<file path="src/pedal_plausibility_torque_command_assert.svh">
// ----------------------------------------------------------------------------
// Pedal plausibility torque command: assertion macros
// Shared concurrent assertion forms, clocked and reset-qualified.
// ----------------------------------------------------------------------------
`ifndef PEDAL_PLAUSIBILITY_TORQUE_COMMAND_ASSERT_SVH
`define PEDAL_PLAUSIBILITY_TORQUE_COMMAND_ASSERT_SVH

// Same-cycle implication: when ante holds, cons must hold.
`define PPTC_ASSERT_IMP(label, clk, rst_n, ante, cons) \
    label: assert property (@(posedge clk) disable iff (!rst_n) (ante) |-> (cons)) \
        else $error("pptc: same-cycle check failed");

// Next-cycle implication: when ante holds, cons must hold in the next cycle.
`define PPTC_ASSERT_NEXT(label, clk, rst_n, ante, cons) \
    label: assert property (@(posedge clk) disable iff (!rst_n) (ante) |=> (cons)) \
        else $error("pptc: next-cycle check failed");

`endif

</file>
<file path="src/pptc_pkg.sv">
// ----------------------------------------------------------------------------
// Pedal plausibility torque command: package
// Shared types, register codes, status codes and fixed constants.
// ----------------------------------------------------------------------------
package pptc_pkg;

    // Default parameter values.
    localparam int ADC_BITS_DEF   = 12;
    localparam int TORQUE_MAX_DEF = 700;

    // Configuration port.
    localparam int CFG_IDX_W  = 3;
    localparam int CFG_DATA_W = 16;
    localparam int LEVEL_W    = 12;
    localparam int RPM_W      = 16;

    localparam logic [CFG_IDX_W-1:0] CFG_BRAKE_ACTIVE    = 3'd0;
    localparam logic [CFG_IDX_W-1:0] CFG_THROTTLE_ACTIVE = 3'd1;
    localparam logic [CFG_IDX_W-1:0] CFG_LATCH_RELEASE   = 3'd2;
    localparam logic [CFG_IDX_W-1:0] CFG_MISMATCH_LIMIT  = 3'd3;
    localparam logic [CFG_IDX_W-1:0] CFG_DISCONNECT      = 3'd4;
    localparam logic [CFG_IDX_W-1:0] CFG_SPEED_CAP       = 3'd5;

    // Register reset values.
    localparam int RST_BRAKE_ACTIVE    = 850;
    localparam int RST_THROTTLE_ACTIVE = 300;
    localparam int RST_LATCH_RELEASE   = 200;
    localparam int RST_MISMATCH_LIMIT  = 2000;
    localparam int RST_DISCONNECT      = 4050;
    localparam int RST_SPEED_CAP       = 9000;

    // Status codes.
    typedef logic [2:0] t_status;
    localparam t_status ST_NORMAL      = 3'd0;
    localparam t_status ST_DISCONNECT  = 3'd1;
    localparam t_status ST_MISMATCH    = 3'd2;
    localparam t_status ST_RANGE       = 3'd3;
    localparam t_status ST_IMPLAUSIBLE = 3'd4;
    localparam t_status ST_BRAKING     = 3'd5;

    // Sensor calibration.
    localparam int R_OFFSET   = 1600;
    localparam int L_OFFSET   = 2900;
    localparam int R_FULL     = 2600;
    localparam int L_FULL     = 3800;
    localparam int RANGE_HIGH = 4000;
    localparam int RANGE_LOW  = 500;
    localparam int PEDAL_SPAN = (R_FULL + L_FULL - R_OFFSET - L_OFFSET) / 2;

    // A normal sample has both readings at or below RANGE_HIGH, so the pedal
    // value stays below 2^11.
    localparam int PEDAL_W = 11;

    // Power cap: floor(POWER_NUM / (POWER_DEN * rpm)).
    localparam int POWER_NUM = 40000000;
    localparam int POWER_DEN = 105;

    // Bit-serial divider length: wide enough for POWER_NUM and pedal*TORQUE_MAX.
    localparam int DIV_BITS = 26;

endpackage

</file>
<file path="src/pptc_sample_if.sv">
// ----------------------------------------------------------------------------
// Pedal plausibility torque command: sample channel
// Valid/ready channel carrying one pedal and speed sample.
// ----------------------------------------------------------------------------
interface pptc_sample_if #(
    parameter int ADC_BITS = 12
);
    import pptc_pkg::*;

    logic                 valid;
    logic                 ready;
    logic [ADC_BITS-1:0]  apps_right;
    logic [ADC_BITS-1:0]  apps_left;
    logic [ADC_BITS-1:0]  brake_sensor;
    logic [RPM_W-1:0]     motor_rpm;

    modport source (
        output valid, apps_right, apps_left, brake_sensor, motor_rpm,
        input  ready
    );

    modport sink (
        input  valid, apps_right, apps_left, brake_sensor, motor_rpm,
        output ready
    );

endinterface

</file>
<file path="src/pptc_result_if.sv">
// ----------------------------------------------------------------------------
// Pedal plausibility torque command: result channel
// Valid/ready channel carrying one torque command and its status.
// ----------------------------------------------------------------------------
interface pptc_result_if #(
    parameter int TORQUE_W = 10
);
    import pptc_pkg::*;

    logic                valid;
    logic                ready;
    logic [TORQUE_W-1:0] torque;
    t_status             status;
    logic                fault;
    logic                implausible_latched;

    modport source (
        output valid, torque, status, fault, implausible_latched,
        input  ready
    );

    modport sink (
        input  valid, torque, status, fault, implausible_latched,
        output ready
    );

endinterface

</file>
<file path="src/pedal_plausibility_torque_command.sv">
// ----------------------------------------------------------------------------
// Pedal plausibility torque command
// Classifies pedal samples, keeps the brake/throttle implausibility latch
// and computes the motor torque command with a bit-serial divider.
// ----------------------------------------------------------------------------
// Usage:
// Samples arrive on i_sample, a valid/ready channel; each transaction carries
// both accelerator readings, the brake reading and the motor speed. Every
// sample produces exactly one transaction on o_result: torque, status code,
// fault flag and the latch value after that sample.
// Classification and the latch update happen at the accepting edge. The
// torque then goes through a multiply state and a 26-step restoring
// divider that computes the pedal map and the power cap side by side, one
// quotient bit per cycle. The block takes no new sample until the result
// of the last one has been loaded into the output register.
// The result sits in an output register, so a new sample is accepted while a
// finished result waits; if the receiver stalls longer, the finished result
// of the next sample is held in the core until the output register frees.
// Reset (synchronous, active low) clears the latch, empties the pipeline and
// loads the register defaults. Configuration writes on i_cfg_* take effect
// at the next edge and are meant to be issued only while the block is idle.
// ----------------------------------------------------------------------------
`include "pedal_plausibility_torque_command_assert.svh"

module pedal_plausibility_torque_command #(
    parameter int ADC_BITS   = pptc_pkg::ADC_BITS_DEF,
    parameter int TORQUE_MAX = pptc_pkg::TORQUE_MAX_DEF
) (
    input  logic                             i_clk,
    input  logic                             i_rst_n,
    input  logic                             i_cfg_we,
    input  logic [pptc_pkg::CFG_IDX_W-1:0]   i_cfg_idx,
    input  logic [pptc_pkg::CFG_DATA_W-1:0]  i_cfg_data,
    pptc_sample_if.sink                      i_sample,
    pptc_result_if.source                    o_result
);
    import pptc_pkg::*;

    // Internal widths. AW covers both the readings and the 12-bit constants;
    // CW holds signed sums and differences of offset readings.
    localparam int AW       = (ADC_BITS > LEVEL_W) ? ADC_BITS : LEVEL_W;
    localparam int CW       = AW + 2;
    localparam int TW       = $clog2(TORQUE_MAX + 1);
    localparam int MDW      = $clog2(PEDAL_SPAN + 1);
    localparam int MRW      = MDW + 1;
    localparam int CDW      = RPM_W + $clog2(POWER_DEN + 1);
    localparam int CRW      = CDW + 1;
    localparam int CNT_W    = $clog2(DIV_BITS);

    localparam logic [DIV_BITS-1:0] C_POWER_NUM = DIV_BITS'(POWER_NUM);
    localparam logic signed [CW-1:0] C_R_OFF    = CW'(R_OFFSET);
    localparam logic signed [CW-1:0] C_L_OFF    = CW'(L_OFFSET);

    // Sequencer states.
    localparam logic [1:0] S_IDLE = 2'd0;
    localparam logic [1:0] S_MUL  = 2'd1;
    localparam logic [1:0] S_DIV  = 2'd2;
    localparam logic [1:0] S_DONE = 2'd3;

    // Configuration registers.
    logic [LEVEL_W-1:0]        r_cfg_brake;
    logic signed [LEVEL_W-1:0] r_cfg_throttle;
    logic signed [LEVEL_W-1:0] r_cfg_release;
    logic [LEVEL_W-1:0]        r_cfg_mismatch;
    logic [LEVEL_W-1:0]        r_cfg_disc;
    logic [RPM_W-1:0]          r_cfg_speed;

    always_ff @(posedge i_clk) begin
        if (!i_rst_n) begin
            r_cfg_brake    <= LEVEL_W'(RST_BRAKE_ACTIVE);
            r_cfg_throttle <= LEVEL_W'(RST_THROTTLE_ACTIVE);
            r_cfg_release  <= LEVEL_W'(RST_LATCH_RELEASE);
            r_cfg_mismatch <= LEVEL_W'(RST_MISMATCH_LIMIT);
            r_cfg_disc     <= LEVEL_W'(RST_DISCONNECT);
            r_cfg_speed    <= RPM_W'(RST_SPEED_CAP);
        end else if (i_cfg_we) begin
            unique case (i_cfg_idx)
                CFG_BRAKE_ACTIVE:    r_cfg_brake    <= i_cfg_data[LEVEL_W-1:0];
                CFG_THROTTLE_ACTIVE: r_cfg_throttle <= i_cfg_data[LEVEL_W-1:0];
                CFG_LATCH_RELEASE:   r_cfg_release  <= i_cfg_data[LEVEL_W-1:0];
                CFG_MISMATCH_LIMIT:  r_cfg_mismatch <= i_cfg_data[LEVEL_W-1:0];
                CFG_DISCONNECT:      r_cfg_disc     <= i_cfg_data[LEVEL_W-1:0];
                CFG_SPEED_CAP:       r_cfg_speed    <= i_cfg_data[RPM_W-1:0];
                default: ;
            endcase
        end
    end

    // Control and payload registers.
    logic [1:0]          r_state;
    logic [CNT_W-1:0]    r_cnt;
    logic                r_latch;
    t_status             r_status;
    logic                r_use_map;
    logic                r_cap_en;
    logic [PEDAL_W-1:0]  r_pedal;
    logic [RPM_W-1:0]    r_rpm;

    logic [DIV_BITS-1:0] r_map_num;
    logic [MRW-1:0]      r_map_rem;
    logic [DIV_BITS-1:0] r_map_quo;
    logic [DIV_BITS-1:0] r_cap_num;
    logic [CDW-1:0]      r_cap_den;
    logic [CRW-1:0]      r_cap_rem;
    logic [DIV_BITS-1:0] r_cap_quo;

    logic                r_out_valid;
    logic [TW-1:0]       r_out_torque;
    t_status             r_out_status;
    logic                r_out_fault;
    logic                r_out_latch;

    logic accept;
    logic out_free;
    assign i_sample.ready = (r_state == S_IDLE);
    assign accept         = i_sample.valid && i_sample.ready;
    assign out_free       = !r_out_valid || o_result.ready;

    // Sample classification. All comparisons run on the accepting cycle.
    logic [AW-1:0]        r_ext, l_ext, b_ext;
    logic signed [CW-1:0] dr, dl, sum, pedal, diff;
    logic [CW-1:0]        diff_abs;
    logic                 is_disc, is_mismatch, is_range, is_brake, is_throttle;
    t_status              n_status;
    logic                 latch_set;
    logic                 n_latch;

    always_comb begin
        r_ext = AW'(i_sample.apps_right);
        l_ext = AW'(i_sample.apps_left);
        b_ext = AW'(i_sample.brake_sensor);
        dr    = $signed({2'b00, r_ext}) - C_R_OFF;
        dl    = $signed({2'b00, l_ext}) - C_L_OFF;
        sum   = dr + dl;
        // Halve with rounding toward zero.
        pedal = (sum + $signed({{(CW-1){1'b0}}, sum[CW-1]})) >>> 1;
        diff  = dr - dl;
        diff_abs = diff[CW-1] ? CW'(-diff) : CW'(diff);

        is_disc = (r_ext > AW'(r_cfg_disc)) || (l_ext > AW'(r_cfg_disc))
               || (b_ext > AW'(r_cfg_disc));
        is_mismatch = diff_abs > CW'(r_cfg_mismatch);
        is_range = (r_ext > AW'(RANGE_HIGH)) || (l_ext > AW'(RANGE_HIGH))
                || (b_ext > AW'(RANGE_HIGH)) || (r_ext < AW'(RANGE_LOW))
                || (l_ext < AW'(RANGE_LOW));
        is_brake    = b_ext > AW'(r_cfg_brake);
        is_throttle = pedal > CW'(r_cfg_throttle);

        latch_set = 1'b0;
        if (is_disc) begin
            n_status = ST_DISCONNECT;
        end else if (is_mismatch) begin
            n_status = ST_MISMATCH;
        end else if (is_range) begin
            n_status = ST_RANGE;
        end else if (is_brake) begin
            if (is_throttle) begin
                n_status  = ST_IMPLAUSIBLE;
                latch_set = 1'b1;
            end else begin
                n_status = ST_BRAKING;
            end
        end else begin
            n_status = ST_NORMAL;
        end

        // The release check sees the latch after this sample may have set it.
        n_latch = r_latch || latch_set;
        if (n_latch && (pedal < CW'(r_cfg_release))) begin
            n_latch = 1'b0;
        end
    end

    // One restoring-division step for each of the two dividers.
    logic [MRW-1:0] map_trial;
    logic           map_ge;
    logic [CRW-1:0] cap_trial;
    logic           cap_ge;

    always_comb begin
        map_trial = {r_map_rem[MRW-2:0], r_map_num[DIV_BITS-1]};
        map_ge    = map_trial >= MRW'(PEDAL_SPAN);
        cap_trial = {r_cap_rem[CRW-2:0], r_cap_num[DIV_BITS-1]};
        cap_ge    = cap_trial >= CRW'(r_cap_den);
    end

    // Final torque: clamp the mapped value, apply the power cap, and force zero unless the map is in use.
    logic [TW-1:0] map_sat;
    logic [TW-1:0] n_torque;

    always_comb begin
        map_sat = (r_map_quo > DIV_BITS'(TORQUE_MAX)) ? TW'(TORQUE_MAX)
                                                      : r_map_quo[TW-1:0];
        n_torque = map_sat;
        if (r_cap_en && (r_cap_quo < DIV_BITS'(map_sat))) begin
            n_torque = r_cap_quo[TW-1:0];
        end
        if (!r_use_map) begin
            n_torque = '0;
        end
    end

    // Sequencer and datapath.
    always_ff @(posedge i_clk) begin
        if (!i_rst_n) begin
            r_state <= S_IDLE;
            r_latch <= 1'b0;
            r_cnt   <= '0;
        end else begin
            unique case (r_state)
                S_IDLE: begin
                    if (accept) begin
                        r_latch <= n_latch;
                        r_state <= S_MUL;
                    end
                end
                S_MUL: begin
                    r_cnt   <= CNT_W'(DIV_BITS - 1);
                    r_state <= S_DIV;
                end
                S_DIV: begin
                    if (r_cnt == '0) begin
                        r_state <= S_DONE;
                    end else begin
                        r_cnt <= r_cnt - 1'b1;
                    end
                end
                S_DONE: begin
                    if (out_free) begin
                        r_state <= S_IDLE;
                    end
                end
                default: r_state <= S_IDLE;
            endcase
        end
    end

    always_ff @(posedge i_clk) begin
        if (accept) begin
            r_status  <= n_status;
            r_use_map <= (n_status == ST_NORMAL) && !r_latch;
            r_cap_en  <= (i_sample.motor_rpm >= r_cfg_speed)
                      && (i_sample.motor_rpm != '0);
            r_pedal   <= pedal[CW-1] ? '0 : pedal[PEDAL_W-1:0];
            r_rpm     <= i_sample.motor_rpm;
        end
        if (r_state == S_MUL) begin
            r_map_num <= DIV_BITS'(r_pedal) * DIV_BITS'(TORQUE_MAX);
            r_cap_den <= CDW'(r_rpm) * CDW'(POWER_DEN);
            r_cap_num <= C_POWER_NUM;
            r_map_rem <= '0;
            r_cap_rem <= '0;
            r_map_quo <= '0;
            r_cap_quo <= '0;
        end
        if (r_state == S_DIV) begin
            r_map_num <= {r_map_num[DIV_BITS-2:0], 1'b0};
            r_cap_num <= {r_cap_num[DIV_BITS-2:0], 1'b0};
            r_map_rem <= map_ge ? (map_trial - MRW'(PEDAL_SPAN)) : map_trial;
            r_cap_rem <= cap_ge ? (cap_trial - CRW'(r_cap_den)) : cap_trial;
            r_map_quo <= {r_map_quo[DIV_BITS-2:0], map_ge};
            r_cap_quo <= {r_cap_quo[DIV_BITS-2:0], cap_ge};
        end
    end

    // Output register.
    logic load_out;
    assign load_out = (r_state == S_DONE) && out_free;

    always_ff @(posedge i_clk) begin
        if (!i_rst_n) begin
            r_out_valid <= 1'b0;
        end else if (load_out) begin
            r_out_valid <= 1'b1;
        end else if (o_result.ready) begin
            r_out_valid <= 1'b0;
        end
    end

    always_ff @(posedge i_clk) begin
        if (load_out) begin
            r_out_torque <= n_torque;
            r_out_status <= r_status;
            r_out_fault  <= (r_status == ST_DISCONNECT) || (r_status == ST_MISMATCH)
                         || (r_status == ST_RANGE);
            r_out_latch  <= r_latch;
        end
    end

    assign o_result.valid               = r_out_valid;
    assign o_result.torque              = r_out_torque;
    assign o_result.status              = r_out_status;
    assign o_result.fault               = r_out_fault;
    assign o_result.implausible_latched = r_out_latch;

    // Checks.
    `PPTC_ASSERT_IMP(a_busy_not_ready, i_clk, i_rst_n,
        r_state != S_IDLE, !i_sample.ready)
    `PPTC_ASSERT_IMP(a_torque_only_normal, i_clk, i_rst_n,
        r_out_valid && (r_out_torque != '0), r_out_status == ST_NORMAL)
    `PPTC_ASSERT_IMP(a_torque_bound, i_clk, i_rst_n,
        r_out_valid, r_out_torque <= TW'(TORQUE_MAX))
    `PPTC_ASSERT_NEXT(a_div_ends, i_clk, i_rst_n,
        (r_state == S_DIV) && (r_cnt == '0), r_state == S_DONE)

endmodule

</file>
<file path="src/flat_wrapper.sv">
// flat-port wrapper written by rule: the top's interface ports become plain ports
module pedal_plausibility_torque_command_flat import pptc_pkg::*;
#(
    parameter int ADC_BITS   = pptc_pkg::ADC_BITS_DEF,
    parameter int TORQUE_MAX = pptc_pkg::TORQUE_MAX_DEF
)
  (i_clk, i_rst_n, i_cfg_we, i_cfg_idx, i_cfg_data, i_sample_valid, i_sample_apps_right, i_sample_apps_left, i_sample_brake_sensor, i_sample_motor_rpm, i_sample_ready, o_result_valid, o_result_torque, o_result_status, o_result_fault, o_result_implausible_latched, o_result_ready);
  pptc_sample_if #(.ADC_BITS(ADC_BITS)) i_sample_i ();
  pptc_result_if #(.TORQUE_W((10))) o_result_i ();
  input  logic i_clk;
  input  logic i_rst_n;
  input  logic i_cfg_we;
  input  logic [pptc_pkg::CFG_IDX_W-1:0] i_cfg_idx;
  input  logic [pptc_pkg::CFG_DATA_W-1:0] i_cfg_data;
  input wire logic [$bits(i_sample_i.valid)-1:0] i_sample_valid;
  input wire logic [$bits(i_sample_i.apps_right)-1:0] i_sample_apps_right;
  input wire logic [$bits(i_sample_i.apps_left)-1:0] i_sample_apps_left;
  input wire logic [$bits(i_sample_i.brake_sensor)-1:0] i_sample_brake_sensor;
  input wire logic [$bits(i_sample_i.motor_rpm)-1:0] i_sample_motor_rpm;
  output wire logic [$bits(i_sample_i.ready)-1:0] i_sample_ready;
  output wire logic [$bits(o_result_i.valid)-1:0] o_result_valid;
  output wire logic [$bits(o_result_i.torque)-1:0] o_result_torque;
  output wire logic [$bits(o_result_i.status)-1:0] o_result_status;
  output wire logic [$bits(o_result_i.fault)-1:0] o_result_fault;
  output wire logic [$bits(o_result_i.implausible_latched)-1:0] o_result_implausible_latched;
  input wire logic [$bits(o_result_i.ready)-1:0] o_result_ready;
  assign i_sample_i.valid = i_sample_valid;
  assign i_sample_i.apps_right = i_sample_apps_right;
  assign i_sample_i.apps_left = i_sample_apps_left;
  assign i_sample_i.brake_sensor = i_sample_brake_sensor;
  assign i_sample_i.motor_rpm = i_sample_motor_rpm;
  assign i_sample_ready = i_sample_i.ready;
  assign o_result_valid = o_result_i.valid;
  assign o_result_torque = o_result_i.torque;
  assign o_result_status = o_result_i.status;
  assign o_result_fault = o_result_i.fault;
  assign o_result_implausible_latched = o_result_i.implausible_latched;
  assign o_result_i.ready = o_result_ready;
  pedal_plausibility_torque_command #(.ADC_BITS(ADC_BITS), .TORQUE_MAX(TORQUE_MAX)) u_core (.i_clk(i_clk), .i_rst_n(i_rst_n), .i_cfg_we(i_cfg_we), .i_cfg_idx(i_cfg_idx), .i_cfg_data(i_cfg_data), .i_sample(i_sample_i), .o_result(o_result_i));
endmodule
</file>
<file path="config.mk">
export PLATFORM = sky130hd
export DESIGN_NAME = pedal_plausibility_torque_command_flat
export DESIGN_NICKNAME = d
export VERILOG_FILES = /design/src/pptc_pkg.sv /design/src/pptc_sample_if.sv /design/src/pptc_result_if.sv /design/src/pedal_plausibility_torque_command.sv /design/src/flat_wrapper.sv
export VERILOG_INCLUDE_DIRS = /design/src /design/src/src
export SDC_FILE = /design/constraint.sdc
export NUM_CORES = 1
export LEC_CHECK = 0
export CORE_UTILIZATION = 65
export CTS_CLUSTER_SIZE = 28
export DETAILED_ROUTE_END_ITERATION = 8
export DONT_BUFFER_PORTS = 1
export PLACE_DENSITY_LB_ADDON = 0.12
export SLEW_MARGIN = 0
export SYNTH_ARGS = -nofsm -noshare
export SYNTH_HDL_FRONTEND = slang
export SYNTH_SLANG_ARGS = --single-unit
</file>
<file path="constraint.sdc">
create_clock -name i_clk -period 6.4 [get_ports i_clk]
set_input_delay 0.32 -clock i_clk [delete_from_list [all_inputs] [get_ports i_clk]]
set_output_delay 0.32 -clock i_clk [all_outputs]
set_load 0.01 [all_outputs]
</file>
==> flow_metrics.py <==
metrics = {
    "clocking": {
        "cts_inserted_buffers": 30,
        "cts_tree": "built",
        "clockRootBuffer": "clkbuf_16",
        "post_cts_buffers": 0,
        "cts_num_sinks": 281,
        "worstSkewPairLatency_ns": 0.57,
        "post_cts_resized": 0,
        "ctsHoldBuffers": 35,
        "cts.path.max_buffers": 3,
        "path_clk_slew_ns": 0.06,
        "htreeDepth": 1,
    },
    "die": {
        "core_area_um2": 31600,
        "dieWidth_um": 181,
        "io_pins": 93,
        "initial_utilization": 0.661,
        "die_h_um": 181,
        "fp.dieArea_um2": 32800,
        "num_rows": 65,
    },
    "finish": {
        "multiInputGateArea_um2": 11900,
        "drive_gt1_frac": 0.0415,
        "design_area_um2": 22700,
        "final_nets": 2640,
        "seq_area_um2": 7590,
        "final_cell_count_no_fill": 2644,
        "fin_util": 0.719,
        "nFillCells": 2388,
        "synthToLayoutAreaGrowth_pct": 8.82,
    },
    "sta": {
        "slew_headroom": 0.191,
        "rsz0062_at_grt": "false",
        "finalCriticalPeriod_ns": 5.68,
        "tns_ns": 0,
        "hold_violations": 0,
        "fin_skew_ns": 0.0179,
        "final_max_slew_viol_count": 0,
        "finalCritPeriodShare": 0.888,
        "worstMarginPinSlew_ns": 1.21,
        "hold_ws_ns": 0.0555,
        "fmax_mhz": 176,
        "setup_slack_ns": 0.718,
        "finalSetupViolations": 0,
    },
    "place": {
        "post-dp-hpwl_um": 33400,
        "globalplace.congestion": 0.913,
        "dp_slack_ns": 0.292,
        "portBuffers": 0,
        "placed_area_um2": 21300,
        "placedCellCount": 2551,
    },
    "critical_path": {
        "start_kind": "input port",
        "critPathKind": "in -> reg",
        "cp_common_cell": "ha_1",
        "path_max_fanout": 10,
        "slowest_delay_ns": 0.58,
        "critPathArrivalTime_ns": 5.95,
        "crit_required_ns": 6.67,
        "crit_path_end_kind": "flop",
        "r2r_slack_ns": 1.80,
        "critPathSlowestCell": "a21boi_0",
    },
    "drt": {
        "viasPerCell": 5.85,
        "wl_um": 45000,
        "ant_nets": 0,
        "drt-wirelength-per-cell_um": 17.0,
        "firstDrtPassIters": 5,
        "drt-initial-drc-count": 1005,
        "via_count": 15500,
        "drc": 0,
    },
    "yosys": {
        "seq_area_frac_synth": 0.364,
        "syn_nets": 2611,
        "synth_area_um2": 20800,
        "avgSynthCellArea_um2": 9.53,
        "synth_ff_type": "edfxtp_1",
        "yosysTopAreaCell": "edfxtp_1",
        "synthDistinctLibCells": 79,
        "ys_top_cells_by_count": "313 x inv_1, 290 x ha_1, 212 x nand2_1",
        "synth_warnings": 0,
        "synth_seq_cells": 281,
        "synth-edff-count": 196,
        "synth_area_leaders": "edfxtp_1 28%, ha_1 17%, dfxtp_1 8.2%, inv_1 5.6%, fa_1 5.6%",
        "synthArstFlopShare": 0,
        "yosysMostFrequentCell": "inv_1",
        "yosysTopAreaCellShare": 0.282,
        "synthCells": 2187,
    },
    "power_and_ir_drop": {
        "powerDensity_nw_per_um2": 579,
        "vdd_ir_drop_max_v": 0.000557,
        "p_leak_nw": 9.98,
        "total_power_mw": 13.1,
    },
    "global_routing": {
        "gr-usage-all-layers": 0.279,
        "grt_start_max_net_pins": 102,
        "grt-ovfl-total": 0,
        "antenna_found_initial": 2,
        "grt_pass1_wl_um": 74900,
        "grt_pass1_vias": 15500,
    },
    "min_path": {
        "min_path_type": "in -> reg",
    },
    "run": {
        "maxCapViolations": 0,
    },
    "outcome": {
        "status": "complete, no violations",
    },
}
-- registers in the layout, indices dropped and copies added, names as in the netlist, 5 cells and up --
register,flops
u_core.r_cfg_throttle,12
u_core.r_map_num,24
u_core.o_result.torque,10
u_core.r_cfg_release,12
u_core.r_cap_num,17
u_core.r_rpm,16
u_core.r_cap_quo,26
u_core.r_cap_rem,23
u_core.r_pedal,11
u_core.r_cfg_brake,12
u_core.r_map_quo,26
u_core.r_cfg_disc,12
u_core.r_cfg_speed,16
u_core.r_cap_den,23
u_core.r_map_rem,10
u_core.r_cnt,5
u_core.r_cfg_mismatch,12
-- report_power, final --
group / switching [mW] / total (mW) / internal (mW)
clock network: 0.726 / 1.84 / 1.11
registers: 0.305 / 3.31 / 3.01
logic: 4.43 / 7.99 / 3.57
total: 5.46 / 13.1 / 7.68
-- worst max-delay path: cells and delay by family --
kind | cells | cell delay, ns
buffers and inverters | 3 | 0.19
AND/OR/NAND/NOR | 10 | 1.58
adder cells (fa/ha/maj) | 4 | 1.16
XOR/XNOR | 2 | 0.33
AO/OA/AOI/OAI | 11 | 2.34
-- per-layer routing --
metal,share of wire,vias to the layer above,track usage
met4,0.032,0,0.0953
met5,0,-,0
met1,0.44,7355,0.349
met2,0.48,362,0.492
met3,0.045,93,0.0407
li1,-,7659,-
-- cell usage in the layout, fill, tap and decap left out, drive strengths merged, types with 11 or more instances in the layout --
cell type,netlist,final
nand2b,30,30
nor4,18,18
a31oi,21,21
nor2b,38,38
ha,290,290
a211oi,15,15
dfxtp,85,85
nor2,127,127
nand2,212,212
nand3,31,31
and2,72,72
o21ai,71,71
inv,314,315
o21a,17,17
or3,15,15
a21o,33,33
nor3,34,34
o211ai,41,41
buf,8,11
fa,58,58
mux2i,25,25
edfxtp,196,196
and3,11,11
clkbuf,40,42
xnor2,74,74
xor2,32,32
dlygate4sd3,0,34
nand4,31,31
a21oi,130,130
-- worst paths after layout --
kind	end	startpoint	depth (start not counted)
max	u_core.r_status[0]	i_sample_apps_left[2]	30
min reg2reg	u_core.r_cfg_brake[3]	u_core.r_cfg_brake[3]	2
min	u_core.r_cfg_speed[5]	i_rst_n	2
max reg2reg	u_core.r_map_num[19]	u_core.r_pedal[1]	16
-- cells by family after synthesis --
family | Yosys count | synth area share
multiplexers | 29 | 0.0143
AND/OR/NAND/NOR | 649 | 0.153
flip-flops | 281 | 0.364
adder cells (fa/ha/maj) | 348 | 0.230
XOR/XNOR | 106 | 0.0445
AO/OA/AOI/OAI | 411 | 0.128
buffers and inverters | 363 | 0.0661
-- cell type report --
cell class                      instances  area share
Tap cell                              402      0.0222
Inverter                              315      0.0521
Clock buffer                           42      0.0384
Antenna cell                            2    0.000221
Clock inverter                         14     0.00860
Sequential cell                       281       0.334
Multi-Input combinational cell       1543       0.525
Timing Repair Buffer                   45      0.0192
Note: power is estimated with default switching activity, not from simulation.
